===== config.mk =====
export PLATFORM = sky130hd
export DESIGN_NAME = analog_stick_pointer_mapper
export DESIGN_NICKNAME = d
export VERILOG_FILES = /design/src/rtl/core/asp_pkg.sv /design/src/rtl/core/analog_stick_pointer_mapper.sv
export VERILOG_INCLUDE_DIRS = /design/src /design/src/rtl/core
export SDC_FILE = /design/constraint.sdc
export NUM_CORES = 2
export LEC_CHECK = 0
export BUFFER_PORTS_ARGS = -buffer_cell sky130_fd_sc_hd__buf_2
export CAP_MARGIN = 20
export CORE_MARGIN = 2
export CORE_UTILIZATION = 59
export CTS_CLUSTER_DIAMETER = 80
export CTS_CLUSTER_SIZE = 25
export DETAILED_ROUTE_END_ITERATION = 6
export PLACE_DENSITY_LB_ADDON = 0.15
export SYNTH_ARGS = -nofsm -noshare
export SYNTH_HDL_FRONTEND = slang
export SYNTH_SLANG_ARGS = --single-unit

===== constraint.sdc =====
create_clock -name i_clk -period 17.31 [get_ports i_clk]
set_clock_uncertainty 0.2 [all_clocks]
set_input_delay 2.5965 -clock i_clk [delete_from_list [all_inputs] [get_ports i_clk]]
set_output_delay 2.5965 -clock i_clk [all_outputs]
set_load 0.01 [all_outputs]

===== src/rtl/core/analog_stick_pointer_mapper_defines.svh =====
// Assertion helpers for the stick mapper.
`ifndef ANALOG_STICK_POINTER_MAPPER_DEFINES_SVH
`define ANALOG_STICK_POINTER_MAPPER_DEFINES_SVH
`ifndef NO_ASSERTIONS
`define ASP_ASSERT_IMPLY(lbl, clk, rst_n, a, b) \
    lbl: assert property (@(posedge clk) disable iff (!(rst_n)) (a) |-> (b)) \
        else $error("assertion failed");
`define ASP_ASSERT_NEXT(lbl, clk, rst_n, a, b) \
    lbl: assert property (@(posedge clk) disable iff (!(rst_n)) (a) |=> (b)) \
        else $error("assertion failed");
`else
`define ASP_ASSERT_IMPLY(lbl, clk, rst_n, a, b)
`define ASP_ASSERT_NEXT(lbl, clk, rst_n, a, b)
`endif
`endif


===== src/rtl/core/asp_pkg.sv =====
package asp_pkg;

    localparam int FRAC_BITS_DEF  = 16;
    localparam int FULL_SCALE_DEF = 127;

    localparam logic [1:0] MODE_DIR    = 2'd0;
    localparam logic [1:0] MODE_PTR    = 2'd1;
    localparam logic [1:0] MODE_SCROLL = 2'd2;

    localparam logic [1:0] KIND_X     = 2'd0;
    localparam logic [1:0] KIND_Y     = 2'd1;
    localparam logic [1:0] KIND_OTHER = 2'd2;

    localparam logic [2:0] REG_MODE     = 3'd0;
    localparam logic [2:0] REG_ACT      = 3'd1;
    localparam logic [2:0] REG_HYST     = 3'd2;
    localparam logic [2:0] REG_MIN_SPD  = 3'd3;
    localparam logic [2:0] REG_MAX_SPD  = 3'd4;
    localparam logic [2:0] REG_SCRL_DIV = 3'd5;

    localparam logic [1:0] RPT_DIR    = 2'd0;
    localparam logic [1:0] RPT_PTR    = 2'd1;
    localparam logic [1:0] RPT_SCROLL = 2'd2;

    localparam logic [3:0] KEY_UP    = 4'b0001;
    localparam logic [3:0] KEY_DOWN  = 4'b0010;
    localparam logic [3:0] KEY_LEFT  = 4'b0100;
    localparam logic [3:0] KEY_RIGHT = 4'b1000;

    localparam logic [6:0]  ACT_RST  = 7'd64;
    localparam logic [6:0]  HYST_RST = 7'd16;
    localparam logic [15:0] MIN_RST  = 16'sd1;
    localparam logic [15:0] MAX_RST  = 16'sd16;
    localparam logic [15:0] DIV_RST  = 16'd4;
    localparam logic [15:0] DIV_ZERO_SUB = 16'd4;

    typedef enum logic [7:0] {
        S_IDLE = 8'b00000001,
        S_EVAL = 8'b00000010,
        S_DIV  = 8'b00000100,
        S_POST = 8'b00001000,
        S_MULX = 8'b00010000,
        S_MULY = 8'b00100000,
        S_ACC  = 8'b01000000,
        S_OUT  = 8'b10000000
    } t_state;

    // Division slots: pointer uses all three (speed, x unit, y unit),
    // scroll uses the first two (x, y).
    typedef enum logic [1:0] {
        OP_A = 2'd0,
        OP_B = 2'd1,
        OP_C = 2'd2
    } t_op;

endpackage


===== src/rtl/core/analog_stick_pointer_mapper.sv =====
// Analog stick mapper. Axis transactions latch the signed X and Y deflection;
// a transaction with sync set evaluates the frame in the configured mode and
// yields at most one report. Direction mode reports newly pressed and released
// direction keys. Pointer mode runs three divisions (speed ramp, X unit, Y unit)
// through one shared restoring divider that retires one quotient bit per cycle.
// Scroll mode runs two divisions through the same divider. Transactions without
// sync, or of the "other axis" kind, start no evaluation.
// The input is not ready while a frame is being evaluated or its report waits.
module analog_stick_pointer_mapper #(
    parameter int FRAC_BITS  = asp_pkg::FRAC_BITS_DEF,
    parameter int FULL_SCALE = asp_pkg::FULL_SCALE_DEF
) (
    input  logic        i_clk,
    input  logic        i_rst_n,
    input  logic        i_in_valid,
    output logic        o_in_ready,
    input  logic [1:0]  i_kind,
    input  logic signed [7:0] i_axis_value,
    input  logic        i_sync,
    output logic        o_out_valid,
    input  logic        i_out_ready,
    output logic [1:0]  o_report_type,
    output logic [3:0]  o_dirs_pressed,
    output logic [3:0]  o_dirs_released,
    output logic signed [15:0] o_delta_x,
    output logic signed [15:0] o_delta_y,
    input  logic        i_cfg_we,
    input  logic [2:0]  i_cfg_idx,
    input  logic [15:0] i_cfg_data
);
    import asp_pkg::*;
    `include "analog_stick_pointer_mapper_defines.svh"

    // Magnitude width, dividend width and related sizes.
    localparam int MAGW = $clog2(FULL_SCALE + 1);
    localparam int CW   = (MAGW > 8) ? MAGW : 8;
    localparam int DW   = 16 + MAGW + FRAC_BITS;
    localparam int NW   = DW + 2;
    localparam int CNTW = $clog2(DW);
    localparam int UXW  = FRAC_BITS + 2;
    localparam int PW   = 32 + UXW;

    // Configuration registers.
    logic [1:0]         r_mode;
    logic [6:0]         r_act;
    logic [6:0]         r_hyst;
    logic signed [15:0] r_min_spd;
    logic signed [15:0] r_max_spd;
    logic [15:0]        r_scrl_div;

    // Frame state.
    logic signed [7:0]  r_sx;
    logic signed [7:0]  r_sy;
    logic [3:0]         r_held;
    logic signed [31:0] r_pacc_x, r_pacc_y, r_sacc_x, r_sacc_y;

    t_state r_state;
    t_op    r_op;

    // Shared divider.
    logic [DW-1:0]   r_quo;
    logic [15:0]     r_rem;
    logic [15:0]     r_dvs;
    logic            r_neg;
    logic [CNTW-1:0] r_cnt;

    // Working values.
    logic signed [31:0]    r_speed;
    logic signed [UXW-1:0] r_ux;
    logic signed [31:0]    r_dx, r_dy;

    // Output register.
    logic [1:0]         r_type;
    logic [3:0]         r_pr, r_rl;
    logic signed [15:0] r_odx, r_ody;

    function automatic logic signed [31:0] sat32(input logic signed [63:0] v);
        if (v > 64'sh7FFF_FFFF) begin
            return 32'sh7FFF_FFFF;
        end else if (v < -64'sh8000_0000) begin
            return -32'sh8000_0000;
        end
        return v[31:0];
    endfunction

    // Adds d into acc with saturation and takes whole units out:
    // returns {units, new accumulator}.
    function automatic logic [47:0] take_units(input logic signed [31:0] acc,
                                               input logic signed [31:0] d);
        logic signed [31:0] a;
        logic signed [31:0] w;
        logic signed [15:0] wc;
        logic signed [31:0] na;
        a = sat32(64'(acc) + 64'(d));
        w = a >>> FRAC_BITS;
        if (w > 32'sd32767) begin
            wc = 16'sh7FFF;
        end else if (w < -32'sd32768) begin
            wc = -16'sh8000;
        end else begin
            wc = w[15:0];
        end
        na = sat32(64'(a) - (64'(wc) <<< FRAC_BITS));
        return {wc, na};
    endfunction

    // Magnitude estimate max + 3/8 min.
    logic [7:0]      ax, ay, hi, lo, raw;
    logic [9:0]      lo3;
    logic [CW-1:0]   mag_c;
    logic [MAGW-1:0] mm1;
    logic signed [16:0] diff;
    logic signed [17+MAGW:0] sprod;

    always_comb begin
        ax  = r_sx[7] ? 8'(-r_sx) : 8'(r_sx);
        ay  = r_sy[7] ? 8'(-r_sy) : 8'(r_sy);
        hi  = (ax > ay) ? ax : ay;
        lo  = (ax > ay) ? ay : ax;
        lo3 = {2'b0, lo} + {1'b0, lo, 1'b0};
        raw = hi + {1'b0, lo3[9:3]};
        mag_c = (CW'(raw) > CW'(FULL_SCALE)) ? CW'(FULL_SCALE) : CW'(raw);
        mm1  = MAGW'(mag_c) - MAGW'(1);
        diff = {r_max_spd[15], r_max_spd} - {r_min_spd[15], r_min_spd};
        sprod = diff * $signed({1'b0, mm1});
    end

    // Divider load for the next slot.
    t_op                ld_sel;
    logic signed [NW-1:0] ld_num, num_x, num_y, num_spd;
    logic [15:0]        ld_dvs, div_eff;
    logic               ld_neg;
    logic [DW-1:0]      ld_mag;

    always_comb begin
        ld_sel  = (r_state == S_EVAL) ? OP_A : ((r_op == OP_A) ? OP_B : OP_C);
        num_spd = $signed({sprod, {FRAC_BITS{1'b0}}});
        num_x   = $signed({{(NW-FRAC_BITS-8){r_sx[7]}}, r_sx, {FRAC_BITS{1'b0}}});
        num_y   = $signed({{(NW-FRAC_BITS-8){r_sy[7]}}, r_sy, {FRAC_BITS{1'b0}}});
        div_eff = (r_scrl_div == '0) ? DIV_ZERO_SUB : r_scrl_div;
        if (r_mode == MODE_PTR) begin
            case (ld_sel)
                OP_A: begin
                    ld_num = num_spd;
                    ld_dvs = 16'(FULL_SCALE - 1);
                end
                OP_B: begin
                    ld_num = num_x;
                    ld_dvs = {8'b0, raw};
                end
                default: begin
                    ld_num = num_y;
                    ld_dvs = {8'b0, raw};
                end
            endcase
        end else begin
            ld_num = (ld_sel == OP_A) ? num_x : num_y;
            ld_dvs = div_eff;
        end
        ld_neg = ld_num[NW-1];
        ld_mag = DW'(ld_neg ? -ld_num : ld_num);
    end

    // Divider step and signed quotient.
    logic [16:0]          dv_t;
    logic                 dv_ge;
    logic signed [DW:0]   qs;
    logic signed [31:0]   q32;

    always_comb begin
        dv_t  = {r_rem, r_quo[DW-1]};
        dv_ge = dv_t >= {1'b0, r_dvs};
        qs    = r_neg ? -$signed({1'b0, r_quo}) : $signed({1'b0, r_quo});
        q32   = sat32(64'(qs));
    end

    // Direction keys.
    logic [6:0]        deact;
    logic signed [8:0] pa, pd, sxw, syw;
    logic [3:0]        nd, pr, rl;

    always_comb begin
        deact = (r_act > r_hyst) ? (r_act - r_hyst) : 7'd0;
        pa  = $signed({2'b0, r_act});
        pd  = $signed({2'b0, deact});
        sxw = 9'(r_sx);
        syw = 9'(r_sy);
        nd  = '0;
        if (sxw > pa || ((r_held & KEY_RIGHT) != '0 && sxw > pd)) nd = nd | KEY_RIGHT;
        if (sxw < -pa || ((r_held & KEY_LEFT) != '0 && sxw < -pd)) nd = nd | KEY_LEFT;
        if (syw > pa || ((r_held & KEY_DOWN) != '0 && syw > pd)) nd = nd | KEY_DOWN;
        if (syw < -pa || ((r_held & KEY_UP) != '0 && syw < -pd)) nd = nd | KEY_UP;
        pr = nd & ~r_held;
        rl = r_held & ~nd;
    end

    // Pointer product, floored back to FRAC_BITS.
    logic signed [PW-1:0] mprod;
    logic signed [31:0]   mres;
    logic signed [31:0]   neg_y;

    always_comb begin
        mprod = r_speed * r_ux;
        mres  = sat32(64'(mprod >>> FRAC_BITS));
        neg_y = sat32(-64'(q32));
    end

    // Accumulator update.
    logic [47:0] tu_x, tu_y;
    logic        ptr_mode;

    always_comb begin
        ptr_mode = (r_mode == MODE_PTR);
        tu_x = take_units(ptr_mode ? r_pacc_x : r_sacc_x, r_dx);
        tu_y = take_units(ptr_mode ? r_pacc_y : r_sacc_y, r_dy);
    end

    // The last division of a frame leaves its quotient in the divider,
    // so the divider is not reloaded after it.
    logic in_acc, cfg_mode_wr, centered, last_op;
    assign o_in_ready  = (r_state == S_IDLE);
    assign in_acc      = i_in_valid && o_in_ready;
    assign cfg_mode_wr = i_cfg_we && (i_cfg_idx == REG_MODE);
    assign centered    = (r_sx == '0) && (r_sy == '0);
    assign last_op     = ptr_mode ? (r_op == OP_C) : (r_op == OP_B);

    // Configuration.
    always_ff @(posedge i_clk) begin
        if (!i_rst_n) begin
            r_mode     <= MODE_DIR;
            r_act      <= ACT_RST;
            r_hyst     <= HYST_RST;
            r_min_spd  <= MIN_RST;
            r_max_spd  <= MAX_RST;
            r_scrl_div <= DIV_RST;
        end else if (i_cfg_we) begin
            case (i_cfg_idx)
                REG_MODE:     r_mode     <= i_cfg_data[1:0];
                REG_ACT:      r_act      <= i_cfg_data[6:0];
                REG_HYST:     r_hyst     <= i_cfg_data[6:0];
                REG_MIN_SPD:  r_min_spd  <= i_cfg_data;
                REG_MAX_SPD:  r_max_spd  <= i_cfg_data;
                REG_SCRL_DIV: r_scrl_div <= i_cfg_data;
                default: ;
            endcase
        end
    end

    // Sequencer, stick latches, held keys and accumulators.
    always_ff @(posedge i_clk) begin
        if (!i_rst_n) begin
            r_state  <= S_IDLE;
            r_op     <= OP_A;
            r_sx     <= '0;
            r_sy     <= '0;
            r_held   <= '0;
            r_pacc_x <= '0;
            r_pacc_y <= '0;
            r_sacc_x <= '0;
            r_sacc_y <= '0;
        end else begin
            case (r_state)
                S_IDLE: begin
                    if (in_acc && i_kind != KIND_OTHER) begin
                        if (i_kind == KIND_X) r_sx <= i_axis_value;
                        if (i_kind == KIND_Y) r_sy <= i_axis_value;
                        if (i_sync) r_state <= S_EVAL;
                    end
                end
                S_EVAL: begin
                    r_state <= S_IDLE;
                    if (r_mode == MODE_DIR) begin
                        r_held <= nd;
                        if (pr != '0 || rl != '0) r_state <= S_OUT;
                    end else if (r_mode == MODE_PTR || r_mode == MODE_SCROLL) begin
                        if (centered) begin
                            if (ptr_mode) begin
                                r_pacc_x <= '0;
                                r_pacc_y <= '0;
                            end else begin
                                r_sacc_x <= '0;
                                r_sacc_y <= '0;
                            end
                        end else begin
                            r_op    <= OP_A;
                            r_state <= S_DIV;
                        end
                    end
                end
                S_DIV: begin
                    if (r_cnt == '0) r_state <= S_POST;
                end
                S_POST: begin
                    r_op    <= ld_sel;
                    r_state <= S_DIV;
                    if (last_op) r_state <= ptr_mode ? S_MULX : S_ACC;
                end
                S_MULX: r_state <= S_MULY;
                S_MULY: r_state <= S_ACC;
                S_ACC: begin
                    if (ptr_mode) begin
                        r_pacc_x <= tu_x[31:0];
                        r_pacc_y <= tu_y[31:0];
                    end else begin
                        r_sacc_x <= tu_x[31:0];
                        r_sacc_y <= tu_y[31:0];
                    end
                    r_state <= (tu_x[47:32] != '0 || tu_y[47:32] != '0) ? S_OUT : S_IDLE;
                end
                S_OUT: begin
                    if (i_out_ready) r_state <= S_IDLE;
                end
                default: r_state <= S_IDLE;
            endcase
            // Mode write drops held keys, fractions; user: idle only, unchecked.
            if (cfg_mode_wr) begin
                r_held   <= '0;
                r_pacc_x <= '0;
                r_pacc_y <= '0;
                r_sacc_x <= '0;
                r_sacc_y <= '0;
            end
        end
    end

    // Datapath registers without reset.
    always_ff @(posedge i_clk) begin
        if (r_state == S_EVAL || (r_state == S_POST && !last_op)) begin
            r_quo <= ld_mag;
            r_rem <= '0;
            r_dvs <= ld_dvs;
            r_neg <= ld_neg;
            r_cnt <= CNTW'(DW - 1);
        end
        if (r_state == S_DIV) begin
            r_quo <= {r_quo[DW-2:0], dv_ge};
            r_rem <= dv_ge ? 16'(dv_t - {1'b0, r_dvs}) : dv_t[15:0];
            r_cnt <= r_cnt - 1'b1;
        end
        if (r_state == S_POST) begin
            if (ptr_mode) begin
                case (r_op)
                    OP_A: r_speed <= sat32(64'($signed({r_min_spd, {FRAC_BITS{1'b0}}}))
                                           + 64'(qs));
                    OP_B: r_ux <= qs[UXW-1:0];
                    default: ;
                endcase
            end else begin
                if (r_op == OP_A) r_dx <= q32;
                else r_dy <= neg_y;
            end
        end
        // The X unit is multiplied first; the Y unit still sits in the divider.
        if (r_state == S_MULX) begin
            r_dx <= mres;
            r_ux <= qs[UXW-1:0];
        end
        if (r_state == S_MULY) r_dy <= mres;
        if (r_state == S_EVAL) begin
            r_type <= RPT_DIR;
            r_pr   <= pr;
            r_rl   <= rl;
            r_odx  <= '0;
            r_ody  <= '0;
        end
        if (r_state == S_ACC) begin
            r_type <= ptr_mode ? RPT_PTR : RPT_SCROLL;
            r_pr   <= '0;
            r_rl   <= '0;
            r_odx  <= tu_x[47:32];
            r_ody  <= tu_y[47:32];
        end
    end

    assign o_out_valid     = (r_state == S_OUT);
    assign o_report_type   = r_type;
    assign o_dirs_pressed  = r_pr;
    assign o_dirs_released = r_rl;
    assign o_delta_x       = r_odx;
    assign o_delta_y       = r_ody;

    // Shape of a well-formed report of each kind.
    logic rpt_dir_ok, rpt_move_ok;
    assign rpt_dir_ok  = (o_dirs_pressed | o_dirs_released) != '0
                         && o_delta_x == '0 && o_delta_y == '0;
    assign rpt_move_ok = (o_delta_x != '0 || o_delta_y != '0)
                         && o_dirs_pressed == '0 && o_dirs_released == '0;

    `ASP_ASSERT_IMPLY(a_one_at_a_time, i_clk, i_rst_n, o_out_valid, !o_in_ready)
    `ASP_ASSERT_IMPLY(a_dir_nonempty, i_clk, i_rst_n, o_out_valid && o_report_type == RPT_DIR, rpt_dir_ok)
    `ASP_ASSERT_IMPLY(a_move_nonzero, i_clk, i_rst_n, o_out_valid && o_report_type != RPT_DIR, rpt_move_ok)
    `ASP_ASSERT_NEXT(a_back_to_idle, i_clk, i_rst_n, o_out_valid && i_out_ready, o_in_ready && !o_out_valid)

endmodule


# --- Word level (Yosys, flattened, before mapping) ---
# Cells that the tools add are included.
word_totals:
  regBits: 456
  wordCells: 306
  mem_bits_rw: 0
  inputBits: 35
  rom_bits: 0
  memories: 0
  latch_bits: 0
classes:
  n_div: 0
  mul: 2
  eq_ne: 35
  muxes: 127
  reduce_logical: 57
  n_bitwise: 5
  n_lt_le_gt_ge: 32
  addsub: 19
  n_shift: 0
ops:
  columns: ["operator", "count"]
  rows:
  - ["32-bit 2-to-1 mux", 46]
  - ["32-bit one-hot mux with 2 select lines", 4]
  - ["16-bit 2-to-1 mux", 12]
  - ["33-bit by 32-bit greater-than comparator with 1-bit output (second input constant)", 4]
  - ["33-bit by 32-bit < comparator with 1-bit output (second input constant)", 4]
  - ["39-bit 2-to-1 mux", 3]
  - ["8-bit 2-to-1 mux", 12]
  - ["41-bit 2-to-1 mux", 2]
  - ["41-bit one-hot mux with 2 select lines", 1]
  - ["18-bit 2-to-1 mux", 4]
  - ["32-bit by 32-bit adder with 33-bit output", 2]
  - ["32-bit by 32-bit subtractor with 33-bit output", 2]
  - ["64-bit by 32-bit greater-than comparator with 1-bit output (second input constant)", 1]
  - ["64-bit by 32-bit < comparator with 1-bit output (second input constant)", 1]
  - ["32-bit negator with 64-bit output", 1]
  - ["8-bit one-hot mux with 8 select lines", 1]
  - ["32-bit by 18-bit multiplier with 50-bit output", 1]
  - ["32-bit by 40-bit adder with 41-bit output", 1]
  - ["41-bit by 32-bit greater-than comparator with 1-bit output (second input constant)", 1]
  - ["41-bit by 32-bit < comparator with 1-bit output (second input constant)", 1]
  - ["40-bit by 32-bit greater-than comparator with 1-bit output (second input constant)", 1]
  - ["8-bit greater-than comparator", 5]
  - ["40-bit by 32-bit < comparator with 1-bit output (second input constant)", 1]
  - ["40-bit 2-to-1 mux", 1]
  - ["61 further kinds", 165]

# --- Longest topological paths before layout ---
depth:
  depth_word: 17
  depth_mapped: 55

# --- Least setup slack after synthesis ---
# OpenSTA, ideal clock, no wires.
synth_timing:
  path_type: "register to register"
  startpoint: "register r_sy[2]"
  endpoint: "register r_quo[37], data pin"
  n_path_buf: 3
  setup_ns: 0.254
  t_arrival_ns: 11.250
  path_stages_with_launch: 50
  setup_slack_ns: 5.607
  cell_sequence: "dfxtp_1 > clkbuf_1 > nor4_1 > nand2_1 > nand2_1 > xor2_1 > ha_1 > a21oi_1 > o22ai_1 > o41a_1 > nand2_1 > mux2i_1 > ha_1 > a31oi_1 > o21bai_1 > nand2_1 > a21oi_1 > o21bai_1 > (+14 left out) > nor2_1 > fa_1 > fa_1 > inv_1 > fa_1 > fa_1 > inv_1 > ha_1 > o21ai_0 > o21ai_0 > a2111oi_0 > o21ai_0 > a21oi_1 > xor2_1 > a31o_2 > nand4_1 > a311o_1 > a21o_1"
synth_between:
  elab_chain_cells: 16
  word_cells_on_any_way: 18
synth_lines:
  columns: ["element", "line", "source"]
  rows:
  - ["from (decl)", "analog_stick_pointer_mapper.sv:53", "logic signed [7:0] r_sy;"]
  - ["from (signal assigned)", "analog_stick_pointer_mapper.sv:266", "if (i_kind == KIND_Y) r_sy <= i_axis_value;"]
  - ["8-bit negator", "analog_stick_pointer_mapper.sv:117", "ay = r_sy[7] ? 8'(-r_sy) : 8'(r_sy);"]
  - ["8-bit 2-to-1 mux", "analog_stick_pointer_mapper.sv:117", null]
  - ["8-bit greater-than comparator", "analog_stick_pointer_mapper.sv:118, analog_stick_pointer_mapper.sv:119", null]
  - ["8-bit 2-to-1 mux", "analog_stick_pointer_mapper.sv:119", "lo = (ax > ay) ? ay : ax;"]
  - ["8-bit by 9-bit adder with 10-bit output", "analog_stick_pointer_mapper.sv:120", "lo3 = {2'b0, lo} + {1'b0, lo, 1'b0};"]
  - ["8-bit by 7-bit adder with 8-bit output", "analog_stick_pointer_mapper.sv:121", "raw = hi + {1'b0, lo3[9:3]};"]
  - ["8-bit by 7-bit greater-than comparator with 1-bit output", "analog_stick_pointer_mapper.sv:122", "mag_c = (CW'(raw) > CW'(FULL_SCALE)) ? CW'(FULL_SCALE) : CW'(raw);"]
  - ["7-bit 2-to-1 mux", "analog_stick_pointer_mapper.sv:122", null]
  - ["7-bit by 1-bit subtractor with 7-bit output", "analog_stick_pointer_mapper.sv:123", "mm1 = MAGW'(mag_c) - MAGW'(1);"]
  - ["17-bit by 8-bit multiplier with 25-bit output", "analog_stick_pointer_mapper.sv:125", "sprod = diff * $signed({1'b0, mm1});"]
  - ["41-bit one-hot mux with 2 select lines", "analog_stick_pointer_mapper.sv:142", "case (ld_sel)"]
  - ["41-bit 2-to-1 mux *", "analog_stick_pointer_mapper.sv:141", "if (r_mode == MODE_PTR) begin"]
  - ["39-bit negator", "analog_stick_pointer_mapper.sv:161", "ld_mag = DW'(ld_neg ? -ld_num : ld_num);"]
  - ["39-bit 2-to-1 mux *", "analog_stick_pointer_mapper.sv:161", null]
  - ["39-bit 2-to-1 mux *", "analog_stick_pointer_mapper.sv:328", "if (r_state == S_EVAL || (r_state == S_POST && !last_op)) begin"]
  - ["39-bit 2-to-1 mux *", "analog_stick_pointer_mapper.sv:335", "if (r_state == S_DIV) begin"]
  - ["to (signal assigned)", "analog_stick_pointer_mapper.sv:329", "r_quo <= ld_mag;"]
  - ["to (signal assigned)", "analog_stick_pointer_mapper.sv:336", "r_quo <= {r_quo[DW-2:0], dv_ge};"]
  - ["to (decl)", "analog_stick_pointer_mapper.sv:61", "logic [DW-1:0] r_quo;"]
# Every way passes the cells marked *; elsewhere a longest branch is shown, timed or not. The select of a mux whose other input is x is not followed.
# A chain may end at the register's enable or synchronous reset.

# --- Final worst setup path ---
layout_timing:
  startpoint: "register r_sx[7]"
  endpoint: "register r_quo[37], data pin"
layout_between:
  elab_chain_cells: 16
  word_cells_on_any_way: 18
layout_lines:
  columns: ["element", "line", "source"]
  rows:
  - ["from (decl)", "analog_stick_pointer_mapper.sv:52", "logic signed [7:0] r_sx;"]
  - ["from (signal assigned)", "analog_stick_pointer_mapper.sv:265", "if (i_kind == KIND_X) r_sx <= i_axis_value;"]
  - ["8-bit negator", "analog_stick_pointer_mapper.sv:116", "ax = r_sx[7] ? 8'(-r_sx) : 8'(r_sx);"]
  - ["8-bit 2-to-1 mux", "analog_stick_pointer_mapper.sv:116", null]
  - ["8-bit greater-than comparator", "analog_stick_pointer_mapper.sv:118, analog_stick_pointer_mapper.sv:119", null]
  - ["8-bit 2-to-1 mux", "analog_stick_pointer_mapper.sv:119", null]
  - ["8-bit by 9-bit adder with 10-bit output", "analog_stick_pointer_mapper.sv:120", null]
  - ["8-bit by 7-bit adder with 8-bit output", "analog_stick_pointer_mapper.sv:121", null]
  - ["8-bit by 7-bit greater-than comparator with 1-bit output", "analog_stick_pointer_mapper.sv:122", null]
  - ["7-bit 2-to-1 mux", "analog_stick_pointer_mapper.sv:122", null]
  - ["7-bit by 1-bit subtractor with 7-bit output", "analog_stick_pointer_mapper.sv:123", null]
  - ["17-bit by 8-bit multiplier with 25-bit output", "analog_stick_pointer_mapper.sv:125", null]
  - ["41-bit one-hot mux with 2 select lines", "analog_stick_pointer_mapper.sv:142", null]
  - ["41-bit 2-to-1 mux *", "analog_stick_pointer_mapper.sv:141", null]
  - ["39-bit negator", "analog_stick_pointer_mapper.sv:161", null]
  - ["39-bit 2-to-1 mux *", "analog_stick_pointer_mapper.sv:161", null]
  - ["39-bit 2-to-1 mux *", "analog_stick_pointer_mapper.sv:328", null]
  - ["39-bit 2-to-1 mux *", "analog_stick_pointer_mapper.sv:335", null]
# Marks and branches as above.

==> results.md <==
Die:
- The die area is 94600 um^2.
- Measured along the x axis, the die boundary spans 308 um.
- After floorplanning, the core was sized to cover approximately 92000 um^2.
- The standard-cell row count is about 110.
- In this run the count of I/O pins placed on the die edge is a little under 80.
- In this run the vertical extent of the chip is 308 um.
- For this configuration, the core starts out at a cell density of 59.4%.

Clock tree:
- The clock slew seen by the registers of the worst setup and hold paths is ~0.10 ns.
- At the later pin of the worst-skew pair, clock insertion delay measures 0.66 ns.
- In this run, post-CTS repair resized a total of 0 instances.
- The count of H-tree levels built during CTS is 1.
- TritonCTS built the clock tree.
- The number of CTS-inserted buffers is 30.
- The number of buffers between clock root and the deepest sink is 3.
- For this design, the CTS-stage hold fixing added 0 buffers.
- The number of sinks handled by clock tree synthesis is 456.
- After clock tree synthesis, the setup repair step added 0 buffers.
- The master cell of the clock root buffer is clkbuf_16.

Critical path:
- The critical path in this run is classified as reg -> reg.
- STA classifies the critical path startpoint as a flip-flop.
- The library cell appearing most often on the critical path is inv_1.
- The slowest stage of the critical path belongs to the cell a2111oi_0.
- STA puts the critical path data required time at 17.51 ns.
- The launching point of the worst reg2reg path is r_sx[7].
- The number of logic stages on the critical path including buffering is between 40 and 50.
- The number of buffer and inverter stages on the critical path is 7.
- The cell family contributing the most delay on the critical path is compound AO/OA/AOI/OAI gates.
- The cell count of the worst reg-to-reg path is 46.
- The maximum cell stage delay along the critical path is 0.79 ns.
- Setup slack on the worst reg-to-reg path comes out at 3.42 ns.
- The launching element of the worst setup path is r_sx[7].
- The worst register-to-register path ends at r_quo[37].
- The type of element capturing the critical path is a flip-flop.
- At the worst endpoint, the arrival time is roughly 14 ns.
- The maximum fanout count along the critical path is 19.

Global routing:
- Global routing used 52.9% of the available met2 tracks.
- The via count of the first global-routing pass is around 44k.
- The maximum number of pins on one net before global-route repair is 90.
- The number of antenna violations at the first check in global routing is 4.
- The first global-routing pass estimated 241 mm of wire.
- After global routing the overflow that remains totals 0.
- The global-route usage over all layers is 32.2%.
- Global routing used under 10% of the available met3 tracks.
- In the global route stage, met1 resource usage came out at around 44%.
- The busiest metal layer after global routing is met2.

STA:
- On the final layout, the worst hold slack is 0.254 ns.
- The number of max-slew violations in the final report is 0.
- The normalized max-slew margin is 26.6%.
- The worst path uses about four fifths of the clock period.
- Setup repair after global routing left no endpoint under its margin.
- At the pin with the least slew margin, the transition time is 1.10 ns.
- Setup total negative slack on the finished layout was measured at 0 ns.
- The count of final hold-check violations is 0.
- The maximum achievable frequency is about 0.072 GHz.
- Setup violations remaining at the end of the flow were counted as 0.
- The routed design could run at a clock period as short as 13.89 ns.

Route:
- Once detail routing completed, the nets flagged for antenna violations numbered 0.
- In the final routed layout, each cell accounts on average for 20.4 um.
- For this block, the routed nets add up to around 150 mm of wire.
- Using the TritonRoute via totals, the vias-per-cell ratio works out to just under 6.
- The routed layout has 43.6k vias.
- The pre-antenna-repair detailed-routing pass consisted of 6 iterations.
- In the routed design, unresolved DRC markers number 0.
- The first-iteration detailed-routing DRC count is 3748.

Logic synthesis:
- The Yosys step of the flow raised 0 warnings.
- After synthesis, the cell types taking the most area are fa_1 24%, edfxtp_1 12%, ha_1 9.0%.
- Synthesis produced a netlist whose cell count is about 6.2k.
- The netlist area before placement is between 50000 and 60000 um^2.
- The most repeated cell in the gate-level netlist after synthesis is inv_1.
- The synthesized netlist contains 88 unique library cells.
- Counting flops with a built-in enable in the synthesized netlist gives 226.
- In the synthesized netlist, the cells that appear most often are 889 x inv_1, 775 x nand2_1, 650 x fa_1, 403 x nor2_1, 392 x ha_1.
- In the synthesized netlist the dominant register cell turns out to be dfxtp_1.
- Averaged over all synthesized cells, the footprint is 8.76 um^2.
- Counting flops with an async set or reset pin after synthesis yields a share of 0%.
- The library cell occupying the most area in the post-synthesis netlist is fa_1.
- After synthesis, flip-flops and latches occupy 21.0% of the total area.
- After synthesis the netlist holds a flip-flop and latch count of between 400 and 500.
- The area share of the largest cell type after synthesis is 23.9%.

Pwr:
- The sequential cell fraction of total power is 11.4%.
- Of the total power, the clock network draws between 7 and 8%.
- The peak ir drop on the vdd network is 0.840 mV.
- Cell internal power was estimated by the tool at 4.84 mW.
- Net switching is a little over half of the power.
- The switching power total is 5.68 mW.
- The power share of the combinational group is around 81%.
- In this run the power density over the cells is 185 nW/um^2.
- The analysis attributes to cell leakage a power of 25.9 nW.

Finish:
- For this run, the post-layout net count is 7187.
- The area occupied by multi-input gates is 38700 um^2.
- The relative area change from synthesis to final layout is 4.79%.
- The number of antenna diodes in the final layout is 0.
- The sequential cells in the finished layout cover a total of 11400 um^2.
- Once layout is done, the placed cells without fillers occupy 57000 um^2.
- Counting the fill cells in the layout gives 8010.
- Cells with a size suffix above 1 make up around 5.8% of the layout.

Hold path:
- The worst min-delay path class is reg -> reg.
- The cell depth of the worst min-delay path is 2.
- The beginning of the worst hold path is r_pacc_x[17].
- The worst hold path terminates at r_pacc_x[17].

Placed design:
- The number of I/O port buffers is 78.
- The detailed-placement wirelength estimate is around 110 mm.
- The final RePlAce weighted congestion is 0.965.
- The placed instances occupy a cell area of between 50000 and 60000 um^2.

Job:
- The total of max-cap violations is 0.

Status:
- The flow ran to the end, and the final reports show no timing, DRC or antenna violations.
-- final cells by class --
class	instances	area share, %
repair buffers	152	1.68
clock buffers	35	1.41
flip-flops and latches	456	20.0
clock inverters	21	0.532
inverters	890	5.86
well taps	1186	2.61
multi-input cells	4580	67.9
-- placed cells by master, fill, tap and decap left out, drive strengths merged, types with 67 or more instances in the layout --
cell type,count
o21ai,191
nor2,403
nand2,775
buf,152
nand3,94
nand2b,67
a21o,83
edfxtp,226
a22oi,82
dfxtp,230
xnor2,149
nor3,83
fa,650
a21boi,72
and2,250
inv,903
ha,392
nor2b,69
a21oi,360
xor2,100
mux2,73
-- power by group through the flow --
stage / Clock, mW / Sequential, mW / Combinational [mW]
floorplan: 0 / 1.22 / 6.37
global placement: 0 / 1.22 / 8.24
detailed placement: 0 / 1.22 / 8.38
CTS: 0.845 / 1.20 / 8.44
global route: 0.880 / 1.20 / 9.76
finish: 0.832 / 1.20 / 8.49
-- worst register-to-register path: cells and delay by family (launching register included) --
family | cells | cell delay, ns
muxes | 1 | 0.53
xor gates and xnor gates | 3 | 0.53
buffers and inverters | 7 | 0.83
adders and majority gates | 9 | 3.57
DFF | 1 | 0.76
AOI/OAI and AO/OA | 15 | 3.91
and+or+nand+nor | 11 | 3.30
-- state kept, by name (all words and copies together), names as in the netlist, 18 cells and up --
name	flops
r_dy	32
r_ux	18
r_pacc_y	32
r_sacc_y	32
r_sacc_x	32
r_dx	32
r_speed	32
r_pacc_x	32
r_quo	39
-- metrics by stage --
step | utilization [%] | instances | worst slack, ns | power [mW]
2_1_floorplan | - | 6212 | 5.61 | 7.59
3_3_place_gp | 61.0 | 7260 | 3.99 | 9.47
3_5_place_dp | 61.0 | 7263 | 3.70 | 9.60
4_1_cts | 62.2 | 7319 | 3.56 | 10.5
5_1_grt | 62.2 | 7320 | 2.23 | 11.8
6_report | 62.2 | 7320 | 3.42 | 10.5
-- per-layer routing --
metal | part of all wire, % | wire length (um)
met5 | 0.015 | 23
met4 | 3.7 | 5600
met3 | 6.8 | 10200
met2 | 47 | 70000
met1 | 42 | 63400
-- kinds of logic (layout without fill, tap and decap cells) --
logic type / count (synthesis) / count (layout) / synth area share (%)
other cells: 2 / 8 / 0.0138
buf+inv: 1176 / 1098 / 8.17
mux: 128 / 128 / 2.52
xor+xnor: 249 / 249 / 4.01
compound gates: 1161 / 1161 / 13.9
fa+ha+maj: 1042 / 1042 / 33.0
simple gates: 1992 / 1992 / 17.5
flops: 456 / 456 / 21.0
-- worst max path at each step --
stage,slack (ns),to
floorplan,5.61,r_quo[37]
global placement,3.99,r_quo[36]
detailed placement,3.70,r_quo[37]
CTS,3.56,r_quo[37]
global route,2.23,r_quo[36]
finish,3.42,r_quo[37]
(Power assumes the default switching activity.)
